$ cat src/rtl/core/isotp_pkg.sv
// ----------------------------------------------------------------------------
// isotp_pkg
// Shared types, codes and helpers of the ISO-TP UDS response receiver.
// ----------------------------------------------------------------------------
package isotp_pkg;

   localparam int PAYLOAD_MAX_DEF = 64;

   localparam int CMD_W      = 2;
   localparam int FID_W      = 29;
   localparam int FLEN_W     = 4;
   localparam int FDATA_W    = 64;
   localparam int RSP_ID_W   = 11;
   localparam int MAXP_W     = 4;
   localparam int SEQ_W      = 4;
   localparam int PLEN_W     = 7;
   localparam int CLS_W      = 3;
   localparam int BYTE_W     = 8;
   localparam int BIDX_W     = 3;
   localparam int CSR_IDX_W  = 1;
   localparam int CSR_DATA_W = 11;

   localparam int REQ_TDATA_W = 104;
   localparam int REQ_TUSER_W = 4;
   localparam int RSP_TDATA_W = 24;
   localparam int RSP_TUSER_W = 1;

   localparam logic [CMD_W-1:0] CMD_FRAME   = 2'd0;
   localparam logic [CMD_W-1:0] CMD_ARM     = 2'd1;
   localparam logic [CMD_W-1:0] CMD_ABANDON = 2'd2;

   localparam logic [CSR_IDX_W-1:0] CSR_RESPONSE_ID = 1'd0;
   localparam logic [CSR_IDX_W-1:0] CSR_MAX_PENDING = 1'd1;

   localparam logic [RSP_ID_W-1:0] RESPONSE_ID_RST = 11'd2024;
   localparam logic [MAXP_W-1:0]   MAX_PENDING_RST = 4'd4;

   localparam logic [BYTE_W-1:0] PCI_TYPE_MASK = 8'hF0;
   localparam logic [BYTE_W-1:0] PCI_SF        = 8'h00;
   localparam logic [BYTE_W-1:0] PCI_FF        = 8'h10;
   localparam logic [BYTE_W-1:0] PCI_CF        = 8'h20;
   localparam logic [BYTE_W-1:0] SID_NEG_RSP   = 8'h7F;
   localparam logic [BYTE_W-1:0] NRC_PENDING   = 8'h78;
   localparam logic [BYTE_W-1:0] RSP_RDBI      = 8'h62;
   localparam logic [BYTE_W-1:0] RSP_RDTC      = 8'h59;
   localparam logic [BYTE_W-1:0] SID_RDBI      = 8'h22;
   localparam logic [BYTE_W-1:0] SID_RDTC      = 8'h19;

   localparam logic [CLS_W-1:0] CLS_NONE  = 3'd0;
   localparam logic [CLS_W-1:0] CLS_READ  = 3'd1;
   localparam logic [CLS_W-1:0] CLS_DTC   = 3'd2;
   localparam logic [CLS_W-1:0] CLS_NEG   = 3'd3;
   localparam logic [CLS_W-1:0] CLS_PEND  = 3'd4;
   localparam logic [CLS_W-1:0] CLS_UNREC = 3'd5;

   typedef enum logic [2:0] {
      ST_IDLE,
      ST_DECODE,
      ST_WRITE,
      ST_CLASSIFY,
      ST_FETCH,
      ST_PUSH
   } ctl_state_type;

   typedef enum logic [1:0] {
      ACT_EMIT,
      ACT_WRITE,
      ACT_CLASSIFY
   } act_type;

   typedef struct packed {
      logic capture;
      logic decode;
      logic write;
      logic classify;
      logic push;
   } ctl_cmd_type;

   typedef struct packed {
      act_type act;
      logic    wr_idle;
      logic    emit_last;
      logic    out_free;
   } dp_status_type;

   function automatic logic [BYTE_W-1:0] frame_byte(input logic [FDATA_W-1:0] data,
                                                    input logic [BIDX_W-1:0]  idx);
      logic [BIDX_W-1:0] rev;
      rev = 3'd7 - idx;
      return data[{rev, 3'b000} +: BYTE_W];
   endfunction

endpackage

$ cat src/rtl/core/isotp_uds_response_receiver.sv
// ----------------------------------------------------------------------------
// isotp_uds_response_receiver
// ISO-TP receive reassembly and classification of one UDS response.
// ----------------------------------------------------------------------------
// One request transfer is handled at a time. After decode, a first or
// consecutive frame writes the payload RAM one byte per cycle (up to 7 bytes
// for a consecutive frame, 6 for a first frame); a single frame and a reassembly
// go on to classification. Every result transfer passes through the registered
// RAM read and the output register, and stalls while rsp_tready is low. An arm,
// abandon or ignored frame goes from decode straight to its result transfer. The
// payload RAM has a single write port and a registered read. The output
// register holds the final result while the next request is accepted.
// ----------------------------------------------------------------------------
module isotp_uds_response_receiver #(
   parameter int PAYLOAD_MAX = isotp_pkg::PAYLOAD_MAX_DEF
) (
   input  logic                                 clock,
   input  logic                                 reset,
   input  logic                                 csr_we,
   input  logic [isotp_pkg::CSR_IDX_W-1:0]      csr_index,
   input  logic [isotp_pkg::CSR_DATA_W-1:0]     csr_wdata,
   input  logic                                 req_tvalid,
   output logic                                 req_tready,
   // frame_id, frame_length, frame_data, zero pad
   input  logic [isotp_pkg::REQ_TDATA_W-1:0]    req_tdata,
   // command, is_extended, is_remote
   input  logic [isotp_pkg::REQ_TUSER_W-1:0]    req_tuser,
   output logic                                 rsp_tvalid,
   input  logic                                 rsp_tready,
   // payload_byte, frame_taken, send_flow_control, sequence_error,
   // response_class, payload_length, request_done, zero pad
   output logic [isotp_pkg::RSP_TDATA_W-1:0]    rsp_tdata,
   // byte_valid
   output logic [isotp_pkg::RSP_TUSER_W-1:0]    rsp_tuser,
   output logic                                 rsp_tlast
);

   isotp_pkg::ctl_cmd_type   cmd;
   isotp_pkg::dp_status_type status;

   isotp_ctrl u_ctrl (
      .clock      (clock),
      .reset      (reset),
      .req_tvalid (req_tvalid),
      .req_tready (req_tready),
      .status     (status),
      .cmd        (cmd)
   );

   isotp_dp #(
      .PAYLOAD_MAX (PAYLOAD_MAX)
   ) u_dp (
      .clock      (clock),
      .reset      (reset),
      .csr_we     (csr_we),
      .csr_index  (csr_index),
      .csr_wdata  (csr_wdata),
      .req_tdata  (req_tdata),
      .req_tuser  (req_tuser),
      .cmd        (cmd),
      .status     (status),
      .rsp_tvalid (rsp_tvalid),
      .rsp_tready (rsp_tready),
      .rsp_tdata  (rsp_tdata),
      .rsp_tuser  (rsp_tuser),
      .rsp_tlast  (rsp_tlast)
   );

endmodule

$ cat src/rtl/core/isotp_ctrl.sv
// ----------------------------------------------------------------------------
// isotp_ctrl
// Sequencer: decode, store write, classification and result transfer steps.
// ----------------------------------------------------------------------------
module isotp_ctrl (
   input  logic                    clock,
   input  logic                    reset,
   input  logic                    req_tvalid,
   output logic                    req_tready,
   input  isotp_pkg::dp_status_type status,
   output isotp_pkg::ctl_cmd_type   cmd
);

   isotp_pkg::ctl_state_type state_ff;
   isotp_pkg::ctl_state_type state_in;

   always_ff @(posedge clock) begin
      if (reset) begin
         state_ff <= isotp_pkg::ST_IDLE;
      end else begin
         state_ff <= state_in;
      end
   end

   always_comb begin
      state_in = state_ff;
      unique case (state_ff)
         isotp_pkg::ST_IDLE: begin
            if (req_tvalid) state_in = isotp_pkg::ST_DECODE;
         end
         isotp_pkg::ST_DECODE: begin
            unique case (status.act)
               isotp_pkg::ACT_WRITE:    state_in = isotp_pkg::ST_WRITE;
               isotp_pkg::ACT_CLASSIFY: state_in = isotp_pkg::ST_CLASSIFY;
               default:                 state_in = isotp_pkg::ST_FETCH;
            endcase
         end
         isotp_pkg::ST_WRITE: begin
            if (status.wr_idle) state_in = isotp_pkg::ST_CLASSIFY;
         end
         isotp_pkg::ST_CLASSIFY: begin
            state_in = isotp_pkg::ST_FETCH;
         end
         isotp_pkg::ST_FETCH: begin
            state_in = isotp_pkg::ST_PUSH;
         end
         isotp_pkg::ST_PUSH: begin
            if (status.out_free) begin
               state_in = status.emit_last ? isotp_pkg::ST_IDLE : isotp_pkg::ST_FETCH;
            end
         end
         default: state_in = isotp_pkg::ST_IDLE;
      endcase
   end

   always_comb begin
      req_tready   = (state_ff == isotp_pkg::ST_IDLE);
      cmd.capture  = (state_ff == isotp_pkg::ST_IDLE) && req_tvalid;
      cmd.decode   = (state_ff == isotp_pkg::ST_DECODE);
      cmd.write    = (state_ff == isotp_pkg::ST_WRITE);
      cmd.classify = (state_ff == isotp_pkg::ST_CLASSIFY);
      cmd.push     = (state_ff == isotp_pkg::ST_PUSH) && status.out_free;
   end

endmodule

$ cat src/rtl/core/isotp_dp.sv
// ----------------------------------------------------------------------------
// isotp_dp
// Datapath: frame decode, reassembly state, payload RAM, classifier and
// result output register.
// ----------------------------------------------------------------------------
module isotp_dp #(
   parameter int PAYLOAD_MAX = isotp_pkg::PAYLOAD_MAX_DEF
) (
   input  logic                                 clock,
   input  logic                                 reset,
   input  logic                                 csr_we,
   input  logic [isotp_pkg::CSR_IDX_W-1:0]      csr_index,
   input  logic [isotp_pkg::CSR_DATA_W-1:0]     csr_wdata,
   input  logic [isotp_pkg::REQ_TDATA_W-1:0]    req_tdata,
   input  logic [isotp_pkg::REQ_TUSER_W-1:0]    req_tuser,
   input  isotp_pkg::ctl_cmd_type               cmd,
   output isotp_pkg::dp_status_type             status,
   output logic                                 rsp_tvalid,
   input  logic                                 rsp_tready,
   output logic [isotp_pkg::RSP_TDATA_W-1:0]    rsp_tdata,
   output logic [isotp_pkg::RSP_TUSER_W-1:0]    rsp_tuser,
   output logic                                 rsp_tlast
);

   localparam int ADDR_W = $clog2(PAYLOAD_MAX);
   localparam int LEN_W  = $clog2(PAYLOAD_MAX + 1);
   localparam int BW     = isotp_pkg::BYTE_W;
   localparam int BIDX_W = isotp_pkg::BIDX_W;
   localparam int SEQ_W  = isotp_pkg::SEQ_W;

   // configuration
   logic [isotp_pkg::RSP_ID_W-1:0] resp_id_ff;
   logic [isotp_pkg::MAXP_W-1:0]   max_pend_ff;

   // captured request
   logic [isotp_pkg::CMD_W-1:0]   in_cmd_ff;
   logic                          in_ext_ff;
   logic                          in_rtr_ff;
   logic [isotp_pkg::FID_W-1:0]   in_fid_ff;
   logic [isotp_pkg::FLEN_W-1:0]  in_flen_ff;
   logic [isotp_pkg::FDATA_W-1:0] in_data_ff;

   // reassembly state
   logic                 waiting_ff, waiting_in;
   logic [LEN_W-1:0]     exp_ff, exp_in;
   logic [LEN_W-1:0]     rcv_ff, rcv_in;
   logic [SEQ_W-1:0]     nseq_ff, nseq_in;
   logic [SEQ_W-1:0]     pend_ff, pend_in;
   logic [BW-1:0]        head_ff [3];
   logic [BW-1:0]        head_in [3];

   // store write sequencing
   logic [BIDX_W-1:0]    wr_left_ff, wr_left_in;
   logic [ADDR_W-1:0]    wr_addr_ff, wr_addr_in;
   logic [BIDX_W-1:0]    wr_src_ff, wr_src_in;
   logic [BW-1:0]        wr_byte;
   logic                 wr_fire;

   // result of the current request
   logic                       taken_ff, taken_in;
   logic                       fc_ff, fc_in;
   logic                       seqerr_ff, seqerr_in;
   logic [isotp_pkg::CLS_W-1:0] cls_ff, cls_in;
   logic                       done_ff, done_in;
   logic                       have_ff, have_in;
   logic                       single_ff, single_in;
   logic [LEN_W-1:0]           plen_ff, plen_in;
   logic [LEN_W-1:0]           k_ff, k_in;

   // payload RAM
   logic [BW-1:0] store_mem [PAYLOAD_MAX];
   logic [BW-1:0] rd_data_ff;

   // output register
   logic                                rsp_valid_ff, rsp_valid_in;
   logic [isotp_pkg::RSP_TDATA_W-1:0]   rsp_data_ff;
   logic                                rsp_user_ff;
   logic                                rsp_last_ff;

   // decode terms
   logic [isotp_pkg::FLEN_W-1:0] flen_c;
   logic [BW-1:0]                pci;
   logic [BW-1:0]                pci_type;
   logic                         frame_ok;
   logic                         seq_ok;
   logic [isotp_pkg::FLEN_W-1:0] sf_lim;
   logic [isotp_pkg::FLEN_W-1:0] sf_n;
   logic [11:0]                  ff_exp12;
   logic [LEN_W-1:0]             ff_exp;
   logic [LEN_W-1:0]             ff_room;
   logic [LEN_W-1:0]             ff_n;
   logic [LEN_W-1:0]             cf_rem;
   logic [LEN_W-1:0]             cf_room;
   logic [LEN_W-1:0]             cf_n;
   isotp_pkg::act_type           act;

   // classify terms
   logic [BW-1:0]               p0, p1, p2;
   logic [LEN_W-1:0]            cl_plen;
   logic                        cl_complete;
   logic [isotp_pkg::CLS_W-1:0] cl_cls;
   logic                        cl_ends;
   logic                        cl_pend;

   // emit terms
   logic             emit_valid;
   logic [LEN_W-1:0] emit_cnt;
   logic             emit_last;
   logic [BW-1:0]    emit_byte;

   always_ff @(posedge clock) begin
      if (reset) begin
         resp_id_ff  <= isotp_pkg::RESPONSE_ID_RST;
         max_pend_ff <= isotp_pkg::MAX_PENDING_RST;
      end else if (csr_we) begin
         if (csr_index == isotp_pkg::CSR_RESPONSE_ID) begin
            resp_id_ff <= csr_wdata;
         end
         if (csr_index == isotp_pkg::CSR_MAX_PENDING) begin
            max_pend_ff <= csr_wdata[isotp_pkg::MAXP_W-1:0];
         end
      end
   end

   always_ff @(posedge clock) begin
      if (cmd.capture) begin
         in_cmd_ff  <= req_tuser[1:0];
         in_ext_ff  <= req_tuser[2];
         in_rtr_ff  <= req_tuser[3];
         in_fid_ff  <= req_tdata[28:0];
         in_flen_ff <= req_tdata[32:29];
         in_data_ff <= req_tdata[96:33];
      end
   end

   always_comb begin
      flen_c   = (in_flen_ff > 4'd8) ? 4'd8 : in_flen_ff;
      pci      = isotp_pkg::frame_byte(in_data_ff, 3'd0);
      pci_type = pci & isotp_pkg::PCI_TYPE_MASK;
      frame_ok = (in_cmd_ff == isotp_pkg::CMD_FRAME) && waiting_ff && !in_rtr_ff &&
                 !in_ext_ff && (in_fid_ff == isotp_pkg::FID_W'(resp_id_ff)) &&
                 (flen_c >= 4'd2);
      seq_ok   = (pci[3:0] == nseq_ff);
      sf_lim   = flen_c - 4'd1;
      sf_n     = (pci[3:0] > sf_lim) ? sf_lim : pci[3:0];
      ff_exp12 = {pci[3:0], isotp_pkg::frame_byte(in_data_ff, 3'd1)};
      ff_exp   = (ff_exp12 > 12'(PAYLOAD_MAX)) ? LEN_W'(PAYLOAD_MAX) : LEN_W'(ff_exp12);
      ff_room  = LEN_W'(flen_c - 4'd2);
      ff_n     = (ff_room > ff_exp) ? ff_exp : ff_room;
      cf_rem   = (exp_ff > rcv_ff) ? (exp_ff - rcv_ff) : '0;
      cf_room  = LEN_W'(flen_c - 4'd1);
      cf_n     = (cf_room > cf_rem) ? cf_rem : cf_room;

      act = isotp_pkg::ACT_EMIT;
      if (frame_ok) begin
         if (pci_type == isotp_pkg::PCI_SF) begin
            act = isotp_pkg::ACT_CLASSIFY;
         end else if ((pci_type == isotp_pkg::PCI_FF) && (flen_c >= 4'd3)) begin
            act = isotp_pkg::ACT_WRITE;
         end else if ((pci_type == isotp_pkg::PCI_CF) && (exp_ff != '0) && seq_ok) begin
            act = isotp_pkg::ACT_WRITE;
         end
      end
   end

   always_comb begin
      p0 = single_ff ? isotp_pkg::frame_byte(in_data_ff, 3'd1) : head_ff[0];
      p1 = single_ff ? isotp_pkg::frame_byte(in_data_ff, 3'd2) : head_ff[1];
      p2 = single_ff ? isotp_pkg::frame_byte(in_data_ff, 3'd3) : head_ff[2];
      cl_plen     = single_ff ? plen_ff : rcv_ff;
      cl_complete = single_ff || (rcv_ff >= exp_ff);
      cl_cls  = isotp_pkg::CLS_UNREC;
      cl_ends = 1'b0;
      cl_pend = 1'b0;
      if (cl_plen == '0) begin
         cl_cls = isotp_pkg::CLS_UNREC;
      end else if (p0 == isotp_pkg::SID_NEG_RSP) begin
         if ((cl_plen < LEN_W'(2)) ||
             ((p1 != isotp_pkg::SID_RDBI) && (p1 != isotp_pkg::SID_RDTC))) begin
            cl_cls = isotp_pkg::CLS_UNREC;
         end else if ((cl_plen >= LEN_W'(3)) && (p2 == isotp_pkg::NRC_PENDING) &&
                      (pend_ff < max_pend_ff)) begin
            cl_cls  = isotp_pkg::CLS_PEND;
            cl_pend = 1'b1;
         end else begin
            cl_cls  = isotp_pkg::CLS_NEG;
            cl_ends = 1'b1;
         end
      end else if (p0 == isotp_pkg::RSP_RDBI) begin
         cl_cls  = isotp_pkg::CLS_READ;
         cl_ends = 1'b1;
      end else if (p0 == isotp_pkg::RSP_RDTC) begin
         cl_cls  = isotp_pkg::CLS_DTC;
         cl_ends = 1'b1;
      end
   end

   always_comb begin
      emit_valid = have_ff && (plen_ff != '0);
      emit_cnt   = emit_valid ? plen_ff : LEN_W'(1);
      emit_last  = (k_ff == (emit_cnt - LEN_W'(1)));
      if (!emit_valid) begin
         emit_byte = '0;
      end else if (single_ff) begin
         emit_byte = isotp_pkg::frame_byte(in_data_ff, BIDX_W'(k_ff + LEN_W'(1)));
      end else begin
         emit_byte = rd_data_ff;
      end
   end

   assign wr_byte = isotp_pkg::frame_byte(in_data_ff, wr_src_ff);
   assign wr_fire = cmd.write && (wr_left_ff != '0);

   always_comb begin
      waiting_in = waiting_ff;
      exp_in     = exp_ff;
      rcv_in     = rcv_ff;
      nseq_in    = nseq_ff;
      pend_in    = pend_ff;
      head_in    = head_ff;
      wr_left_in = wr_left_ff;
      wr_addr_in = wr_addr_ff;
      wr_src_in  = wr_src_ff;
      taken_in   = taken_ff;
      fc_in      = fc_ff;
      seqerr_in  = seqerr_ff;
      cls_in     = cls_ff;
      done_in    = done_ff;
      have_in    = have_ff;
      single_in  = single_ff;
      plen_in    = plen_ff;
      k_in       = k_ff;

      if (cmd.decode) begin
         taken_in   = 1'b0;
         fc_in      = 1'b0;
         seqerr_in  = 1'b0;
         cls_in     = isotp_pkg::CLS_NONE;
         done_in    = 1'b0;
         have_in    = 1'b0;
         single_in  = 1'b0;
         plen_in    = '0;
         k_in       = '0;
         wr_left_in = '0;
         if (in_cmd_ff == isotp_pkg::CMD_ARM) begin
            exp_in     = '0;
            rcv_in     = '0;
            nseq_in    = SEQ_W'(1);
            pend_in    = '0;
            waiting_in = 1'b1;
         end else if (in_cmd_ff == isotp_pkg::CMD_ABANDON) begin
            done_in    = waiting_ff;
            waiting_in = 1'b0;
            exp_in     = '0;
            rcv_in     = '0;
            nseq_in    = SEQ_W'(1);
            pend_in    = '0;
         end else if (frame_ok) begin
            if (pci_type == isotp_pkg::PCI_SF) begin
               single_in = 1'b1;
               plen_in   = LEN_W'(sf_n);
            end else if ((pci_type == isotp_pkg::PCI_FF) && (flen_c >= 4'd3)) begin
               exp_in     = ff_exp;
               rcv_in     = ff_n;
               nseq_in    = SEQ_W'(1);
               taken_in   = 1'b1;
               fc_in      = 1'b1;
               wr_left_in = BIDX_W'(ff_n);
               wr_addr_in = '0;
               wr_src_in  = BIDX_W'(2);
            end else if ((pci_type == isotp_pkg::PCI_CF) && (exp_ff != '0)) begin
               taken_in = 1'b1;
               if (!seq_ok) begin
                  seqerr_in  = 1'b1;
                  done_in    = 1'b1;
                  waiting_in = 1'b0;
                  exp_in     = '0;
                  rcv_in     = '0;
                  nseq_in    = SEQ_W'(1);
                  pend_in    = '0;
               end else begin
                  nseq_in    = nseq_ff + SEQ_W'(1);
                  wr_left_in = BIDX_W'(cf_n);
                  wr_addr_in = rcv_ff[ADDR_W-1:0];
                  wr_src_in  = BIDX_W'(1);
                  rcv_in     = rcv_ff + cf_n;
               end
            end
         end
      end

      if (wr_fire) begin
         wr_left_in = wr_left_ff - BIDX_W'(1);
         wr_addr_in = wr_addr_ff + ADDR_W'(1);
         wr_src_in  = wr_src_ff + BIDX_W'(1);
         if (wr_addr_ff < ADDR_W'(3)) begin
            head_in[wr_addr_ff[1:0]] = wr_byte;
         end
      end

      if (cmd.classify && cl_complete) begin
         have_in = 1'b1;
         plen_in = cl_plen;
         cls_in  = cl_cls;
         if (cl_pend) begin
            pend_in = pend_ff + SEQ_W'(1);
         end
         if (cl_ends) begin
            taken_in   = 1'b1;
            done_in    = 1'b1;
            waiting_in = 1'b0;
            exp_in     = '0;
            rcv_in     = '0;
            nseq_in    = SEQ_W'(1);
            pend_in    = '0;
         end
      end

      if (cmd.push) begin
         k_in = k_ff + LEN_W'(1);
      end
   end

   always_ff @(posedge clock) begin
      if (reset) begin
         waiting_ff <= 1'b0;
         exp_ff     <= '0;
         rcv_ff     <= '0;
         nseq_ff    <= SEQ_W'(1);
         pend_ff    <= '0;
      end else begin
         waiting_ff <= waiting_in;
         exp_ff     <= exp_in;
         rcv_ff     <= rcv_in;
         nseq_ff    <= nseq_in;
         pend_ff    <= pend_in;
      end
   end

   always_ff @(posedge clock) begin
      head_ff    <= head_in;
      wr_left_ff <= wr_left_in;
      wr_addr_ff <= wr_addr_in;
      wr_src_ff  <= wr_src_in;
      taken_ff   <= taken_in;
      fc_ff      <= fc_in;
      seqerr_ff  <= seqerr_in;
      cls_ff     <= cls_in;
      done_ff    <= done_in;
      have_ff    <= have_in;
      single_ff  <= single_in;
      plen_ff    <= plen_in;
      k_ff       <= k_in;
   end

   always_ff @(posedge clock) begin
      if (wr_fire) begin
         store_mem[wr_addr_ff] <= wr_byte;
      end
      rd_data_ff <= store_mem[k_ff[ADDR_W-1:0]];
   end

   always_comb begin
      rsp_valid_in = rsp_valid_ff;
      if (cmd.push) begin
         rsp_valid_in = 1'b1;
      end else if (rsp_tready) begin
         rsp_valid_in = 1'b0;
      end
   end

   always_ff @(posedge clock) begin
      if (reset) begin
         rsp_valid_ff <= 1'b0;
      end else begin
         rsp_valid_ff <= rsp_valid_in;
      end
   end

   always_ff @(posedge clock) begin
      if (cmd.push) begin
         rsp_data_ff <= {2'b00, done_ff,
                         have_ff ? isotp_pkg::PLEN_W'(plen_ff) : isotp_pkg::PLEN_W'(0),
                         cls_ff, seqerr_ff, fc_ff, taken_ff, emit_byte};
         rsp_user_ff <= emit_valid;
         rsp_last_ff <= emit_last;
      end
   end

   always_comb begin
      status.act       = act;
      status.wr_idle   = (wr_left_ff == '0);
      status.emit_last = emit_last;
      status.out_free  = !rsp_valid_ff || rsp_tready;
   end

   assign rsp_tvalid = rsp_valid_ff;
   assign rsp_tdata  = rsp_data_ff;
   assign rsp_tuser  = rsp_user_ff;
   assign rsp_tlast  = rsp_last_ff;

endmodule

$ cat config.mk
export PLATFORM = sky130hd
export DESIGN_NAME = isotp_uds_response_receiver
export DESIGN_NICKNAME = d
export VERILOG_FILES = /design/src/rtl/core/isotp_pkg.sv /design/src/rtl/core/isotp_uds_response_receiver.sv /design/src/rtl/core/isotp_ctrl.sv /design/src/rtl/core/isotp_dp.sv
export SDC_FILE = /design/constraint.sdc
export NUM_CORES = 1
export LEC_CHECK = 0
export ABC_AREA = 1
export BUFFER_PORTS_ARGS = -buffer_cell sky130_fd_sc_hd__buf_2
export CELL_PAD_IN_SITES_DETAIL_PLACEMENT = 1
export CELL_PAD_IN_SITES_GLOBAL_PLACEMENT = 1
export CORE_UTILIZATION = 47
export CTS_BUF_LIST = sky130_fd_sc_hd__clkbuf_2
export DETAILED_ROUTE_END_ITERATION = 8
export GPL_ROUTABILITY_DRIVEN = 0
export PLACE_DENSITY_LB_ADDON = 0.08
export SLEW_MARGIN = 20
export SYNTH_ARGS = -nofsm -noshare
export SYNTH_HDL_FRONTEND = slang
export SYNTH_SLANG_ARGS = --single-unit
$ cat constraint.sdc
create_clock -name clock -period 7.5 [get_ports clock]
set_input_delay 0.375 -clock clock [delete_from_list [all_inputs] [get_ports clock]]
set_output_delay 0.375 -clock clock [all_outputs]
set_load 0.01 [all_outputs]
=== After elaboration in Yosys (flattened, before gate mapping) ===
Memories as Yosys holds them, arrays and structs flattened. A register that Yosys moved wholly into a read port is not among the register bits.
Index checks and enable logic that the tools add are counted.

* Add/sub/neg operators: 14
* $mul: 0
* Divide/modulo/power cells: 0
* Magnitude comparators: 15
* Equal/unequal tests: 26
* Shifts and indexed selects: 2
* Multiplexer cells: 154
* Bitwise operators: 3
* Reductions and logical operators: 46

{| class="wikitable"
|+ Operator list
! cell !! number
|-
| two-way mux 7 bit || 33
|-
| indexed part select 64 x 7 -> 8 bit || 2
|-
| two-way mux 4 bit || 24
|-
| two-way mux 3 bit || 30
|-
| two-way mux 6 bit || 9
|-
| two-way mux 1 bit || 46
|-
| two-way mux 8 bit || 5
|-
| == test 8 x 7 -> 1 bit (second input constant) || 4
|-
| == test 29 x 11 -> 1 bit || 1
|-
| bitwise mux 24 bit || 1
|-
| greater-than comparator 7 bit || 3
|-
| one-hot mux 3 bit (6 select lines) || 1
|-
| logical AND 1 bit || 17
|-
| demux 8 bit (select 2 bit) || 1
|-
| nonzero test 7 bit || 2
|-
| greater-than comparator 12 x 7 -> 1 bit (second input constant) || 1
|-
| nonzero test 2 bit || 5
|-
| nonzero test 3 bit || 3
|-
| adder 4 x 1 -> 4 bit (second input constant) || 2
|-
| greater-or-equal comparator 4 x 2 -> 1 bit (second input constant) || 2
|-
| logical NOT 8 bit || 1
|-
| inequality test 2 x 1 -> 1 bit (second input constant) || 4
|-
| inequality test 8 x 5 -> 1 bit (second input constant) || 1
|-
| inequality test 8 x 6 -> 1 bit (second input constant) || 1
|-
| other kinds (45) || 61
|}

* Flip-flop bits (word level): 226
* Bits in latches: 0
* Memory bits (writable): 512
* ROM bits: 0
* Input bits: 125
* Output and inout bits: 28
* Logic and storage cells: 296
* Memories kept: 1

{| class="wikitable"
|+ Memory list
! name !! words !! bits a word !! read ports !! clocked after memory_dff !! write ports !! line !! RTL
|-
| u_dp.store_mem || 64 || 8 || 1 || 1 || 1 || isotp_dp.sv:71 || <nowiki>logic [BW-1:0] store_mem [PAYLOAD_MAX];</nowiki>
|}

=== Depth between registers and ports, before layout ===
* Word-level depth: 16
* Gate-level depth with buffers: 35
* Mapped depth without buffers: 35

=== Hierarchy ===
From an unflattened synthesis, not the netlist that was laid out.

* Cells, all modules: 3055
* Area, all modules: 33300.7 um^2

{| class="wikitable"
|+ By module, submodules not included
! module !! times used !! cells an instance !! area each (um^2) !! seq. area each (um^2)
|-
| isotp_dp || 1 || 3007 || 33022.9 || 21810.9
|-
| isotp_ctrl || 1 || 48 || 277.8 || 60.1
|}

=== Worst setup path before layout ===
Ideal clock, no wire load.

* Path type: flip-flop to flip-flop
* Start point: reg u_ctrl.state_ff[1]
* End point: reg u_dp.in_cmd_ff[0] (netlist bit) (enable)
* Setup time: 684 ps
* Data arrival time: 7321 ps
* Required time: 6816 ps
* Path slack: -505 ps
* Stages on the path, launching flop included: 4
* Buffers on the path: 0
* Period minus slack after synthesis: 8005 ps
* Cells stage by stage: dfxtp_1 -> nor2_1 -> inv_1 -> nor3_1

{| class="wikitable"
|+ RTL lines
! element !! line !! RTL
|-
| from (decl) || isotp_ctrl.sv:14 || <nowiki>isotp_pkg::ctl_state_type state_ff;</nowiki>
|-
| from (signal assigned) || isotp_ctrl.sv:19 || <nowiki>state_ff <= isotp_pkg::ST_IDLE;</nowiki>
|-
| from (signal assigned) || isotp_ctrl.sv:21 || <nowiki>state_ff <= state_in;</nowiki>
|-
| to (signal assigned) || isotp_dp.sv:127 || <nowiki>in_cmd_ff <= req_tuser[1:0];</nowiki>
|-
| to (decl) || isotp_dp.sv:36 || <nowiki>logic [isotp_pkg::CMD_W-1:0] in_cmd_ff;</nowiki>
|}

=== Worst setup path after layout ===
* Start point: reg u_dp.rcv_ff[4]
* End point: reg u_dp.rcv_ff[6]

* Longest elaborated chain between the ends: 15
* Elaborated cells between the ends (all ways): 30
* Classes of those cells: add/sub: 2; order compare: 5; mux: 17; reduce/logical: 6

{| class="wikitable"
|+ RTL lines
! element !! line !! RTL
|-
| from (decl) || isotp_dp.sv:46 || <nowiki>logic [LEN_W-1:0] rcv_ff, rcv_in;</nowiki>
|-
| from (signal assigned) || isotp_dp.sv:334 || <nowiki>rcv_ff <= rcv_in;</nowiki>
|-
| subtractor 7 bit / greater-than comparator 7 bit (equally long branches) || isotp_dp.sv:150 || <nowiki>cf_rem = (exp_ff > rcv_ff) ? (exp_ff - rcv_ff) : '0;</nowiki>
|-
| two-way mux 7 bit || isotp_dp.sv:150 ||
|-
| greater-than comparator 7 bit || isotp_dp.sv:152 || <nowiki>cf_n = (cf_room > cf_rem) ? cf_rem : cf_room;</nowiki>
|-
| two-way mux 7 bit || isotp_dp.sv:152 ||
|-
| adder 7 bit || isotp_dp.sv:286 || <nowiki>rcv_in = rcv_ff + cf_n;</nowiki>
|-
| two-way mux 7 bit || isotp_dp.sv:273 || <nowiki>if (!seq_ok) begin</nowiki>
|-
| two-way mux 7 bit || isotp_dp.sv:271 || <nowiki>end else if ((pci_type == isotp_pkg::PCI_CF) && (exp_ff != '0)) begin</nowiki>
|-
| two-way mux 7 bit || isotp_dp.sv:262 || <nowiki>end else if ((pci_type == isotp_pkg::PCI_FF) && (flen_c >= 4'd3)) begin</nowiki>
|-
| two-way mux 7 bit || isotp_dp.sv:259 || <nowiki>if (pci_type == isotp_pkg::PCI_SF) begin</nowiki>
|-
| two-way mux 7 bit || isotp_dp.sv:258 || <nowiki>end else if (frame_ok) begin</nowiki>
|-
| two-way mux 7 bit || isotp_dp.sv:251 || <nowiki>end else if (in_cmd_ff == isotp_pkg::CMD_ABANDON) begin</nowiki>
|-
| two-way mux 7 bit || isotp_dp.sv:245 || <nowiki>if (in_cmd_ff == isotp_pkg::CMD_ARM) begin</nowiki>
|-
| two-way mux 7 bit || isotp_dp.sv:234 || <nowiki>if (cmd.decode) begin</nowiki>
|-
| two-way mux 7 bit || isotp_dp.sv:308 || <nowiki>if (cl_ends) begin</nowiki>
|-
| two-way mux 7 bit (*) || isotp_dp.sv:301 || <nowiki>if (cmd.classify && cl_complete) begin</nowiki>
|}

Mark *: on every way between the ends. The rest lies on a longest branch, timed or not.
A chain may end at the register's enable or synchronous reset.

==> impl_metrics.yaml <==
place:
  place.detailed.instances: 3860
  post-dp-hpwl_mm: 61.61
  standard_cell_area_after_detailed_placement_um2: 34400
  post-place-ws_ps: 2671
  io_buffer_count: 143
setup_path:
  cp_max_fo: 9
  critical_path_arrival_ps: 6180
  cp_slowest_stage_delay_ps: 500
  timing.rr.end: "u_dp.rcv_ff[6]"
  cp_common_cell: "nand2_1"
  critical_path.n_buffers_inverters: 2
  timing.critical_path.max_delay_family: "adder cells"
  worst-r2r-cell-count: 29
  criticalPathCategory: "flop to flop"
  critical-path-slowest-cell: "dfxtp_1"
  reg2reg_from: "u_dp.rcv_ff[4]"
  worstSetupEndpointType: "flop"
  cp_data_required_time_ps: 8780
  reg2reg_setup_slack_ps: 2600
  cp-start-kind: "flop"
die:
  core_um2: 68710
  die_w_um: 265.8
  std_cell_rows: 96
  die-area_um2: 70670
  floorplan.initialDensity: 0.4762
  die_h_um: 265.8
  pin_count: 153
logic_synthesis:
  synth.avg_cell_area_um2: 11.29
  synth_ff_type: "edfxtp_1"
  ys_warn_count: 0
  netlist_area_before_placement_um2: 32720
  asyncSetResetFlopFracSynth: 0
  synthesized_flop_and_latch_total: 746
  synth_cell_type_count: 58
  synth_edf_count: 693
  synth_sequential_area_ratio: 0.6685
  syn-instance-count: 2898
grt:
  largest_net_degree_at_the_start_of_global_routing: 190
  globalRouteOverflowTotal: 0
  first_global_vias: 27970
  grtUsageTotal: 0.3170
  number_of_antenna_violations_at_the_first_check_in_global_routing: 6
  grt_first_pass_wirelength_mm: 167.1
power:
  max-vdd-ir-drop_uv: 147.6
  static-leakage-power_nw: 14.39
  total_power_mw: 8.776
  power.density_cell_area_nw_per_um2: 224.4
layout:
  fillCellCount: 7409
  drive_gt1_frac: 0.1546
  finish.net_count: 3595
  layout.cell_area.non_filler_um2: 39110
  layout-area-overhead-vs-synth_pct: 19.55
  post_layout_nonfiller_instances: 4487
  mostFrequentLayoutCells: "edfxtp_1 (693), nor2_1 (389), nand2_1 (355)"
  layout_commonest_cell: "edfxtp_1"
clock_network:
  cts_made_buffers: 191
  cts_tree: "yes"
  cts_setup_buffers: 0
  insertion_delay_of_the_later_clocked_pin_in_the_worst_skew_pair_ps: 1520
  htree_num_levels: 4
  cts-root-buf: "clkbuf_2"
  path_clk_slew_ps: 160
  clock-sinks: 746
  cts_max_path_buffers: 3
sta:
  setup_slack_ps: 2600
  setup_violations: 0
  achievable-frequency_ghz: 0.2041
  clock-skew-final_ps: 199.5
  timing.setup.tns_ps: 0
  final_report_max_slew_violation_count: 0
  slew_headroom: 0.2230
  worst-slew-pin-transition_ps: 1162
  final_min_period_over_clock_period: 0.6534
  report.final.hold_viol_count: 0
  rsz0062_at_grt: "no"
  finalCriticalPeriod_ps: 4900
drt:
  drt_first_pass_iters: 5
  detail_route.wirelength_mm: 111.6
  routed_wire_length_per_instance_um: 24.88
  via_count: 25950
  vias_per_cell: 5.784
  first_iter_violations: 1960
  final_antenna_net_count: 0
  drc: 0
hold_path:
  worst_hold_path_type: "input port to flop"
  worst_hold_startpoint: "req_tdata[33]"
  timing.hold.worst_path_depth: 3
  holdPathEnd: "u_dp.in_data_ff[0]"
run_status:
  run_status: "complete, no violations"
job:
  maxCapViolCount: 0
Yosys cell counts, types with 3 or more instances:
cell type	instances	area share
o21ai_0	324	0.050
nor3_2	3	0.00092
nor3_1	16	0.0024
o22ai_1	41	0.0078
o31ai_1	4	0.00092
buf_1	5	0.00057
a21oi_1	164	0.025
o21ai_1	11	0.0017
nand2_2	4	0.00076
buf_2	29	0.0044
o21ai_2	6	0.0016
clkinv_1	7	0.00080
o21a_1	6	0.0014
dfxtp_1	53	0.032
o221ai_1	93	0.025
a31oi_1	10	0.0019
inv_2	9	0.0010
xor2_1	14	0.0037
clkbuf_1	110	0.013
ha_1	56	0.021
nor2_1	390	0.045
a21oi_2	11	0.0029
nand3b_1	5	0.0011
nand2_1	356	0.041
a211oi_1	3	0.00069
o211ai_1	57	0.013
nand3_1	136	0.021
a2bb2oi_1	4	0.0011
nand4_1	24	0.0046
xnor2_1	8	0.0021
edfxtp_1	693	0.64
nor4_1	7	0.0013
or2_2	5	0.00096
nor2_2	4	0.00076
inv_1	198	0.023
where the power goes:
part / internal (mW) / leakage [nW] / total, mW / switching, mW
Clock: 1.23 / 1.36 / 2.99 / 1.77
Sequential: 4.62 / 6.72 / 4.68 / 0.0645
Combinational: 0.358 / 6.31 / 1.10 / 0.743
layout make-up:
type / instances / area (um^2) / share of cell area
sequential: 746 / 21870 / 0.5592
clock buffer: 290 / 1451 / 0.03711
multi-input combinational: 1789 / 9550 / 0.2442
antenna: 6 / 15.01 / 0.0003839
timing repair buffer: 469 / 3901 / 0.09975
tap: 931 / 1165 / 0.02978
inverter: 215 / 817.0 / 0.02089
clock inverter: 41 / 340.3 / 0.008701
cells by family after synthesis:
| logic type | after synthesis | share of synthesized area |
|---|---|---|
| compound gates | 743 | 0.1352 |
| xor+xnor | 22 | 0.005890 |
| fa+ha+maj | 58 | 0.02264 |
| buf+inv | 364 | 0.04398 |
| flops | 746 | 0.6685 |
| mux | 1 | 0.0003060 |
| other cells | 1 | 0.0001146 |
| simple gates | 963 | 0.1233 |
timing repair:
item | CTS | global route
hold endpoints to repair | 203 | 0
resized for setup | 0 | 0
setup endpoints to repair | 0 | 0
hold buffers | 290 | 0
through the flow:
stage | utilization | hold WS (ps)
global placement | 0.5007 | 405.5
floorplan | - | 400.3
finish | 0.5693 | 125.2
detailed placement | 0.5007 | 414.6
global route | 0.5693 | 52.76
CTS | 0.5690 | 0.9862
per-layer routing:
layer  GRT usage  up-vias  routed length, um
met2      0.5514      974              56730
met3     0.05989      342               5920
met4      0.1782        0               5651
met1      0.3676    13010              43330
li1            -    11630                  -
met5           0        -                  0
tightest hold or removal path, stage by stage:
cell           delay (ps)
dlygate4sd3_1         530
buf_2                 100
dlygate4sd3_1         540
registers in the layout, indices dropped and copies added, names as in the netlist, 6 cells and up:
register	flops
u_dp.store_mem	512
u_dp.in_data_ff	64
u_dp.in_fid_ff	29
u_dp.head_ff	24
u_dp.rsp_tdata	22
u_dp.resp_id_ff	11
u_dp.rd_data_ff	8
u_dp.exp_ff	7
u_dp.k_ff	7
u_dp.plen_ff	7
u_dp.rcv_ff	7
u_dp.wr_addr_ff	6
how the worst max path moves through the flow:
stage | from | cells past startpoint | end | slack (ps)
3_3_place_gp | u_dp.rcv_ff[4] | 29 | u_dp.rcv_ff[6] | 2840
6_report | u_dp.rcv_ff[4] | 29 | u_dp.rcv_ff[6] | 2600
3_5_place_dp | u_dp.rcv_ff[4] | 29 | u_dp.rcv_ff[6] | 2670
4_1_cts | u_dp.rcv_ff[4] | 29 | u_dp.rcv_ff[6] | 2650
2_1_floorplan | u_ctrl.state_ff[1] | 3 | u_dp.in_cmd_ff[0] | 2610
5_1_grt | u_dp.rcv_ff[4] | 29 | u_dp.rcv_ff[6] | 2180
Power figures use the tool's default switching activity.
